File: config.mk
export PLATFORM = sky130hd
export DESIGN_NAME = rip_front
export DESIGN_NICKNAME = d
export VERILOG_FILES = /design/src/rip_pkg.sv /design/src/rip_front.sv
export SDC_FILE = /design/constraint.sdc
export NUM_CORES = 1
export LEC_CHECK = 0
export BUFFER_PORTS_ARGS = -buffer_cell sky130_fd_sc_hd__clkbuf_2
export CAP_MARGIN = 5
export CORE_UTILIZATION = 54
export CTS_CLUSTER_DIAMETER = 100
export DETAILED_ROUTE_END_ITERATION = 10
export GPL_TIMING_DRIVEN = 0
export PLACE_DENSITY_LB_ADDON = 0.3
export SYNTH_ARGS = -nofsm -noshare
export SYNTH_HDL_FRONTEND = slang
export SYNTH_SLANG_ARGS = --single-unit
File: constraint.sdc
create_clock -name clk -period 3.6 [get_ports clk]
set_input_delay 0 -clock clk [delete_from_list [all_inputs] [get_ports clk]]
set_output_delay 0 -clock clk [all_outputs]
set_load 0.1 [all_outputs]
File: src/rip_pkg.sv
package rip_pkg;

    localparam int POINTS_DEF      = 1024;
    localparam int COUNT_WIDTH_DEF = 20;
    localparam int MODE_W          = 2;
    localparam int POINT_W         = 11;
    localparam int OUT_W           = 20;

    localparam logic [POINT_W-1:0] PC_RESET = 11'd1024;
    localparam logic [OUT_W-1:0]   OUT_MAX  = 20'hFFFFF;

    localparam logic [MODE_W-1:0] MODE_ADD   = 2'd0;
    localparam logic [MODE_W-1:0] MODE_QUERY = 2'd1;
    localparam logic [MODE_W-1:0] MODE_CLEAR = 2'd2;
    localparam logic [MODE_W-1:0] MODE_NONE  = 2'd3;

    typedef enum logic [1:0] {
        OP_ADD,
        OP_QUERY,
        OP_QERR,
        OP_CLEAR
    } rip_op_t;

    typedef struct packed {
        rip_op_t              op;
        logic [POINT_W-1:0]   x;
        logic [POINT_W-1:0]   y;
    } rip_cmd_t;

    typedef enum logic [2:0] {
        S_IDLE,
        S_CLEAR,
        S_A_VISIT,
        S_A_WRITE,
        S_Q_VISIT,
        S_Q_ACC
    } rip_state_t;

endpackage

File: src/rip_front.sv
// Accepts transactions, drops invalid adds and mode 3, queues the rest (two entries).
module rip_front (
    input  logic                        clk,
    input  logic                        rst_n,
    input  logic                        start,
    output logic                        busy,
    input  logic                        hold,
    input  logic [rip_pkg::MODE_W-1:0]  mode,
    input  logic [rip_pkg::POINT_W-1:0] range_low,
    input  logic [rip_pkg::POINT_W-1:0] range_high,
    input  logic [rip_pkg::POINT_W-1:0] n_eff,
    output logic                        cmd_valid,
    output rip_pkg::rip_cmd_t           cmd,
    input  logic                        cmd_pop
);

    rip_pkg::rip_cmd_t q_reg [2];
    logic              wp_reg, rp_reg;
    logic [1:0]        cnt_reg, cnt_next;
    logic              accept, push, keep;
    rip_pkg::rip_cmd_t cls;

    assign busy   = (cnt_reg == 2'd2) || hold;
    assign accept = start && !busy;

    always_comb
    begin
        cls.x = range_low;
        cls.y = range_high;
        cls.op = rip_pkg::OP_ADD;
        keep = 1'b0;
        case (mode)
            rip_pkg::MODE_ADD:
            begin
                keep = (range_low != '0) && (range_high <= n_eff) && (range_low <= range_high);
            end
            rip_pkg::MODE_QUERY:
            begin
                keep = 1'b1;
                cls.op = ((range_low == '0) || (range_low > n_eff)) ? rip_pkg::OP_QERR
                                                                    : rip_pkg::OP_QUERY;
            end
            rip_pkg::MODE_CLEAR:
            begin
                keep = 1'b1;
                cls.op = rip_pkg::OP_CLEAR;
            end
            default:
            begin
                keep = 1'b0;
            end
        endcase
    end

    assign push      = accept && keep;
    assign cmd_valid = (cnt_reg != 2'd0);
    assign cmd       = q_reg[rp_reg];

    always_comb
    begin
        cnt_next = cnt_reg;
        if (push && !cmd_pop)
        begin
            cnt_next = cnt_reg + 2'd1;
        end
        else if (!push && cmd_pop)
        begin
            cnt_next = cnt_reg - 2'd1;
        end
    end

    always_ff @(posedge clk or negedge rst_n)
    begin
        if (!rst_n)
        begin
            wp_reg  <= 1'b0;
            rp_reg  <= 1'b0;
            cnt_reg <= 2'd0;
        end
        else
        begin
            cnt_reg <= cnt_next;
            if (push)
            begin
                wp_reg <= !wp_reg;
            end
            if (cmd_pop)
            begin
                rp_reg <= !rp_reg;
            end
        end
    end

    always_ff @(posedge clk)
    begin
        if (push)
        begin
            q_reg[wp_reg] <= cls;
        end
    end

endmodule

### Yosys cells after proc, flatten, opt, wreduce, memory -nomap -nowiden

Memories as Yosys holds them, arrays and structs flattened.
Index checks and enable logic that the tools add are counted.

* RAM bits: 48
* register bits after elaboration: 4
* word-level logic and storage cells: 38
* memories kept: 1
* input port bits: 40
* output and inout bits: 26

* eq/ne operators: 3
* reductions and logical operators: 19
* magnitude comparators: 3
* add/subtract/negate cells: 2
* multiplexer cells: 7

Memories
* q_reg: depth 2, bits a word 24, rd ports 1, clocked after memory_dff 0, write ports 1, line rip_front.sv:17 `rip_pkg::rip_cmd_t q_reg [2];`

Operator list (count)
* $le 11x11->1: 2
* $gt 11x11->1: 1
* $logic_not 11->1: 1
* $reduce_bool 11->1: 1
* $logic_and 1x1->1: 6
* $mux 2: 3
* $logic_not 1->1: 5
* $eq 2x2->1 const B: 2
* $pmux 2 s2: 1
* $reduce_bool 2->1: 2
* $add 2x1->2 const B: 1
* $eq 2x1->1 const B: 1
* $logic_not 2->1: 1
* $logic_or 1x1->1: 2
* $mux 1: 2
* $pmux 1 s2: 1
* $reduce_or 2->1: 1
* $sub 2x1->2 const B: 1

### Longest topological paths before layout

Gate-level depths: netlist of the first run.

* depth in word-level cells: 9
* gate-level depth with buffers: 12
* depth with buffers taken out: 12

### Worst setup path before layout of the first run

No wires, ideal clock.

* path kind: register to register
* start: register cnt_reg[0]
* end: memory q_reg[0][0] (netlist name), enable pin
* setup time: 435 ps
* arrival: 3246 ps
* stages on the path, launching flop included: 6
* path slack: -81 ps
* path buffers: 1
* cells stage by stage: dfrtp_1 -> inv_2 -> a21o_1 -> or3b_1 -> buf_2 -> nor3_1

* longest elaborated chain between the ends: 7

RTL lines
* from (decl): line rip_front.sv:19 `logic [1:0] cnt_reg, cnt_next;`
* from (signal assigned): line rip_front.sv:82 `cnt_reg <= cnt_next;`
* $eq 2x2->1: line rip_front.sv:23 `assign busy = (cnt_reg == 2'd2) || hold;`
* $logic_or 1x1->1: line rip_front.sv:23
* via busy: line rip_front.sv:6 `output logic busy,`
* $logic_not 1->1: line rip_front.sv:24 `assign accept = start && !busy;`
* $logic_and 1x1->1: line rip_front.sv:24
* $logic_and 1x1->1: line rip_front.sv:55 `assign push = accept && keep;`
* $mux 1: line rip_front.sv:96 `if (push)`
* $mux 1 (not written as such): line rip_front.sv:98 `q_reg[wp_reg] <= cls;`
* to (decl): line rip_front.sv:17

The timed path passes the listed nets, and every way through them passes these cells.

### Worst setup path after layout of the first run

* start: input port range_high[9] (netlist name)
* end: register cnt_reg[1]

* longest elaborated chain between the ends: 8
* elaborated cells between the ends (all ways): 11

RTL lines
* from (decl): line rip_front.sv:10 `input logic [rip_pkg::POINT_W-1:0] range_high,`
* $le 11x11->1: line rip_front.sv:35 `keep = (range_low != '0) && (range_high <= n_eff) && (range_low <= range_high);`
* $logic_and 1x1->1: line rip_front.sv:35
* $logic_and 1x1->1 (*): line rip_front.sv:35
* $pmux 1 s2 (*): line rip_front.sv:32 `case (mode)`
* $logic_and 1x1->1 (*): line rip_front.sv:55
* $logic_not 1->1: line rip_front.sv:66 `else if (!push && cmd_pop)`
* $logic_and 1x1->1: line rip_front.sv:66
* $reduce_bool 2->1 (no line)

Every way passes the cells marked *; elsewhere a longest branch is shown, timed or not.
A chain may end at the register's enable or synchronous reset.

==> results.tsv, run 1 <==
stage	metric	value	unit
setup_path	cp_common_cell	nor2_1	
clocking	numClockSinks	52	
detailed_routing	drc	0	
timing	layout_min_cycle_time	2520	ps
synthesis	synth_top_area_share	49.9	%
timing	fin_tns_setup	0	ps
placement	globalplace.congestion	0.826	
floorplan	ios	66	
synthesis	yosysUniqueCellTypes	37	
detailed_routing	vias_per_cell	5.35	
detailed_routing	ant_nets	0	
synthesis	syn_nets	301	
detailed_routing	drt-wirelength-per-cell	14.9	um
global_route	grt_max_degree	16	
final_layout	insertedDiodeCount	0	
detailed_routing	dr_total_vias	2108	
final_layout	fill_cells	377	
final_layout	layout_commonest_cell	clkbuf_2	
power_and_ir_drop	powerDensity	618	mW/mm2
synthesis	ys_seq_area_share	53.4	%
floorplan	die_w	75.1	um
timing	hold_viol_final	0	
final_layout	utilization	72.1	%
global_route	grt_first_pass_wirelength	8980	um
global_route	met1_usage	25.9	%
global_route	use_met3	3.88	%
global_route	track_usage	21.8	%
placement	io_buffers	65	
detailed_routing	routed_wirelength	5870	um
timing	rsz0062_at_grt	false	
global_route	grt.met2_usage	39.4	%
final_layout	final_cell_mix	clkbuf_2, edfxtp_1, ha_1	
synthesis	syn_area	0.00289	mm2
global_route	grt-busiest-layer	met2	
timing	worstMarginPinSlew	737	ps
clocking	cts.clk_slew.worst_paths	90	ps
min_path	hp-class	input port to async pin	
floorplan	core.rowCount	26	
synthesis	ys_seq_elements	52	
synthesis	ys.warnings.count	0	
global_route	overflow	0	
clocking	h-tree-depth	2	
detailed_routing	first_pass_iters	4	
timing	finalSetupViolations	0	
setup_path	crit_type	input port to flop	
final_layout	area_growth	28.2	%
synthesis	synth.largest_area_cell	edfxtp_1	
detailed_routing	drtIter0Drc	43	
timing	finalCritPeriodShare	70.0	%
synthesis	synth_area_per_cell	13.0	um2
final_layout	final_net_count	401	
timing	fin_worst_skew	8.75	ps
clocking	cts_buffer_depth	2	
global_route	antenna_found_initial	0	
timing	max_freq	397	MHz
global_route	grt_pass1_vias	2084	
placement	dp_hpwl	4400	um
power_and_ir_drop	ir_drop	0.370	mV
final_layout	final_layout_size_suffix_gt1_share	33.0	%
synthesis	synthCells	223	
final_layout	largest_reg_flops	48	
timing	slew_headroom	50.9	%
synthesis	ys_top_cells_by_area	edfxtp_1, ha_1, mux2_2, inv_1, dfrtp_1	
status	status	finished clean	
job	max-cap-violations	0	
setup_path	start_kind	input port	
clocking	cts_made_buffers	5	
setup_path	worstPathRequired	3830	ps
setup_path	crit_chain	dlygate4sd3_1, clkbuf_2, inv_1, ha_1, nand4_1, a211oi_1, nor2_1, a31o_1, a31oi_1, nor2_1, ha_1, xor2_1, nor2_1, xor2_1	
clocking	worstSkewPairLatency	300	ps
floorplan	die_h	75.1	um
timing	slew_viol_final	0	
clocking	cts_tree	yes	
setup_path	crit_fanout	4	
setup_path	cp_slowest_stage_delay	540	ps
floorplan	dieArea	0.00565	mm2
clocking	root_buffer	clkbuf_8	
setup_path	cp.arrival	2750	ps
setup_path	cp_slowest_cell	dlygate4sd3_1	
floorplan	initial_core_util	56.2	%
setup_path	end_kind	flop	
floorplan	core	0.00514	mm2
power_and_ir_drop	leakagePower	1.64	nW
-- what timing repair did --
action / 4_1_cts / 5_1_grt
setup buffers: 0 / 0
gates resized for setup: 0 / 0
hold buffers: 24 / 0
hold endpoints to repair: 49 / 0
-- kinds of logic after synthesis --
group / after synthesis / share of synthesized area, %
AND/OR/NAND/NOR: 42 / 7.71
multiplexers: 24 / 9.35
XOR/XNOR: 4 / 1.21
adder cells (fa/ha/maj): 38 / 16.5
flip-flops: 52 / 53.4
buffers and inverters: 32 / 4.20
AO/OA/AOI/OAI: 31 / 7.71
-- cells in the mapped netlist (all sizes together) --
cell     number
a211o         1
a211oi        4
a21o          5
a21oi         6
a22o          1
a31o          1
a31oi         2
a41oi         1
and2          1
and3          2
buf           3
clkbuf        1
dfrtp         4
edfxtp       48
ha           38
inv          28
mux2         24
nand2         6
nand3         4
nand3b        2
nand4         7
nor2          9
nor2b         2
nor3          4
nor4          2
o21a          2
o21ai         4
o221ai        1
o2bb2ai       1
o311a         1
o31ai         1
or2           1
or3b          2
xnor2         1
xor2          3
-- area by class of cell --
class	instances	area, um2	share of cell area, %
Sequential cell	52	1540	41.6
Buffer	4	16.3	0.439
Inverter	28	105	2.84
Clock inverter	2	35.0	0.946
Multi-Input combinational cell	139	1240	33.4
Tap cell	70	87.6	2.36
Timing Repair Buffer	93	611	16.5
Clock buffer	6	72.6	1.96
-- where the power goes --
group	switching (mW)	internal, mW
clock	0.181	0.206
sequential	0.0222	0.706
combinational	0.901	0.271
-- worst max-delay path: cells and delay by family --
| family | cells | cell delay [ps] |
|---|---|---|
| compound gates | 3 | 780 |
| xor+xnor | 2 | 320 |
| fa+ha+maj | 2 | 490 |
| buf+inv | 3 | 740 |
| simple gates | 4 | 420 |
-- metal layers --
layer | up-vias | wire length (um)
li1 | 1031 | -
met1 | 994 | 2630
met2 | 69 | 2870
met3 | 14 | 218
met4 | 0 | 151
met5 | - | 0
-- stage by stage --
stage               total power, mW  hold slack, ps  setup WS, ps  instance area (um2)  cells
floorplan                      1.70            -296         -80.9                 2890    223
global placement               1.87            -187          -812                 3300    358
detailed placement             1.89            -187          1330                 3360    362
CTS                            2.30            26.0          1070                 3700    394
global route                   2.38            33.4           916                 3700    394
finish                         2.29            26.3          1080                 3700    394
-- worst paths after layout --
path                                from            to  slack [ps]  cells past startpoint
max                        range_high[9]    cnt_reg[1]        1080                     14
max in group asynchronous          rst_n        rp_reg        3450                      2
min in group clk                 mode[1]  q_reg[1][22]         250                      3
min reg2reg                   cnt_reg[1]    cnt_reg[1]         490                      1
max reg2reg                   cnt_reg[0]  q_reg[1][18]        1600                      6
min                                rst_n    cnt_reg[0]          30                      2
No activity file was read; power rests on OpenSTA's default activity.
==> inputs of run 2 (changes only) <==
--- a/config.mk
+++ b/config.mk
@@ -7,7 +7,7 @@
 export LEC_CHECK = 0
 export BUFFER_PORTS_ARGS = -buffer_cell sky130_fd_sc_hd__clkbuf_2
 export CAP_MARGIN = 5
-export CORE_UTILIZATION = 54
+export CORE_UTILIZATION = 49
 export CTS_CLUSTER_DIAMETER = 100
 export DETAILED_ROUTE_END_ITERATION = 10
 export GPL_TIMING_DRIVEN = 0
==> constraint.sdc (replaced) <==
create_clock -name clk -period 2.3 [get_ports clk]
set_input_delay 0 -clock clk [delete_from_list [all_inputs] [get_ports clk]]
set_output_delay 0 -clock clk [all_outputs]
set_load 0.1 [all_outputs]
==> run 2 against run 1 <==
- non-clock buffer count rose by 1
- worst setup slack got worse by 850 ps
- sequential cell count is the same
- core utilization fell by 4.0 points
- final cell count grew 1.3%
- clock power is 59% higher
- hold slack better by 0.72 ps
- largest power group unchanged
- combinational power up 61%
==> results.tsv, run 2 (synthesized netlist as in run 1, its figures left out) <==
stage	metric	value	unit
timing	finalSetupViolations	0	
clocking	worstSkewPairLatency	310	ps
setup_path	crit_fanout	5	
global_route	grt_pass1_vias	2048	
power_and_ir_drop	powerDensity	956	mW/mm2
timing	rsz0062_at_grt	false	
timing	max_freq	483	MHz
timing	whs	27.0	ps
placement	io_buffers	65	
final_layout	largest_reg_flops	48	
detailed_routing	drt-wirelength-per-cell	15.7	um
floorplan	initial_core_util	51.5	%
timing	slew_headroom	64.0	%
final_layout	utilization	68.1	%
clocking	cts_made_buffers	5	
floorplan	die_h	78.8	um
setup_path	crit_buf_inv	2	
detailed_routing	routed_wirelength	6280	um
global_route	track_usage	20.6	%
detailed_routing	vias_per_cell	5.50	
global_route	overflow	0	
timing	slew_viol_final	0	
setup_path	cp_common_cell	nor2_1	
setup_path	crit_type	input port to flop	
floorplan	die_w	78.8	um
floorplan	core.rowCount	27	
timing	hold_viol_final	0	
global_route	grt_max_degree	25	
global_route	grt_first_pass_wirelength	9530	um
clocking	cts_tree	yes	
timing	fin_worst_skew	8.94	ps
detailed_routing	drc	0	
detailed_routing	first_pass_iters	4	
final_layout	area_growth	32.1	%
final_layout	layout_commonest_cell	clkbuf_2	
setup_path	cp.arrival	2300	ps
final_layout	final_net_count	404	
clocking	root_buffer	clkbuf_8	
final_layout	insertedDiodeCount	0	
timing	worstMarginPinSlew	542	ps
clocking	cts.clk_slew.worst_paths	80	ps
detailed_routing	dr_total_vias	2194	
placement	dp_hpwl	4140	um
setup_path	start_kind	input port	
timing	finalCritPeriodShare	90.1	%
clocking	cts_buffer_depth	2	
clocking	h-tree-depth	2	
timing	layout_min_cycle_time	2070	ps
setup_path	crit_family	compound AO/OA/AOI/OAI gates	
setup_path	reg2reg_depth	8	
setup_path	worstPathRequired	2530	ps
power_and_ir_drop	ir_drop	0.779	mV
placement	globalplace.congestion	0.853	
power_and_ir_drop	leakagePower	1.68	nW
floorplan	core	0.00561	mm2
detailed_routing	drtIter0Drc	96	
setup_path	crit_chain	clkbuf_2, inv_1, ha_1, nand4_1, a211oi_1, nor2_1, a31o_1, a31oi_4, nor2_1, ha_1, xor2_1, nor2_1, xor2_1	
floorplan	ios	66	
final_layout	final_cell_mix	clkbuf_2, edfxtp_1, ha_1	
setup_path	end_kind	flop	
job	max-cap-violations	0	
setup_path	cp_num_cells	13	
global_route	antenna_found_initial	0	
setup_path	cp_slowest_cell	a31oi_4	
floorplan	dieArea	0.00621	mm2
min_path	hp-class	input port to async pin	
clocking	numClockSinks	52	
setup_path	cp_slowest_stage_delay	380	ps
detailed_routing	ant_nets	0	
final_layout	final_layout_size_suffix_gt1_share	35.2	%
status	status	finished clean	
-- run 2: changes by cell type in the layout (fill, tap and decap cells not counted), sizes merged --
| cell | change |
|---|---|
| clkinvlp | +1 |
| nor3 | +2 |
| clkbuf | -1 |
| buf | +1 |
-- run 2: path summary, 6_finish.rpt --
| path | startpoint | to | slack, ps |
|---|---|---|---|
| worst max-delay path | range_high[9] | cnt_reg[1] | 230 |
| worst min-delay path | rst_n | cnt_reg[1] | 30 |
| worst max register to register | cnt_reg[0] | cnt_reg[1] | 370 |
| worst min register to register | cnt_reg[1] | cnt_reg[1] | 530 |
| max in group asynchronous | rst_n | wp_reg | 2150 |
| min in group clk | mode[1] | q_reg[1][22] | 260 |
-- run 2: final cells by class --
class | instances | area [um2]
inverters | 28 | 105
clock buffers | 5 | 68.8
clock inverters | 3 | 42.5
plain buffers | 4 | 25.0
flip-flops and latches | 52 | 1540
multi-input cells | 141 | 1300
well taps | 72 | 90.1
repair buffers | 94 | 641
fillers | 438 | 1790
-- run 2: routing by layer --
layer / routed length [um] / up-vias / global-route usage, %
met2: 2980 / 77 / 34.7
met4: 204 / 0 / 10.7
met1: 2790 / 1059 / 25.0
met5: 0 / - / 0
met3: 302 / 17 / 3.79
li1: - / 1041 / -
-- run 2: timing repair --
item | 4_1_cts | 5_1_grt
hold buffers | 24 | 0
gates cloned | 0 | 2
gates resized for setup | 3 | 3
endpoints found under the setup margin | 61 | 48
buffers inserted | 0 | 5
hold endpoints to repair | 49 | 0
pin swaps | 0 | 4
-- run 2: power breakdown --
| group | switching, mW | internal, mW | leakage [nW] | total, mW |
|---|---|---|---|---|
| combinational | 1.43 | 0.451 | 1.15 | 1.88 |
| sequential | 0.0432 | 1.11 | 0.480 | 1.15 |
| clock | 0.295 | 0.322 | 0.0541 | 0.617 |
-- run 2: metrics by stage --
| step | cells | setup TNS [ps] | power [mW] | area, um2 | worst slack, ps |
|---|---|---|---|---|---|
| finish | 399 | 0 | 3.65 | 3820 | 228 |
| global route | 399 | 0 | 3.79 | 3820 | 19.8 |
| CTS | 392 | -12690 | 3.62 | 3700 | -280 |
| detailed placement | 360 | -29070 | 2.97 | 3340 | -616 |
| global placement | 360 | -25990 | 2.95 | 3340 | -545 |
| floorplan | 223 | -1620 | 2.69 | 2930 | -33.8 |
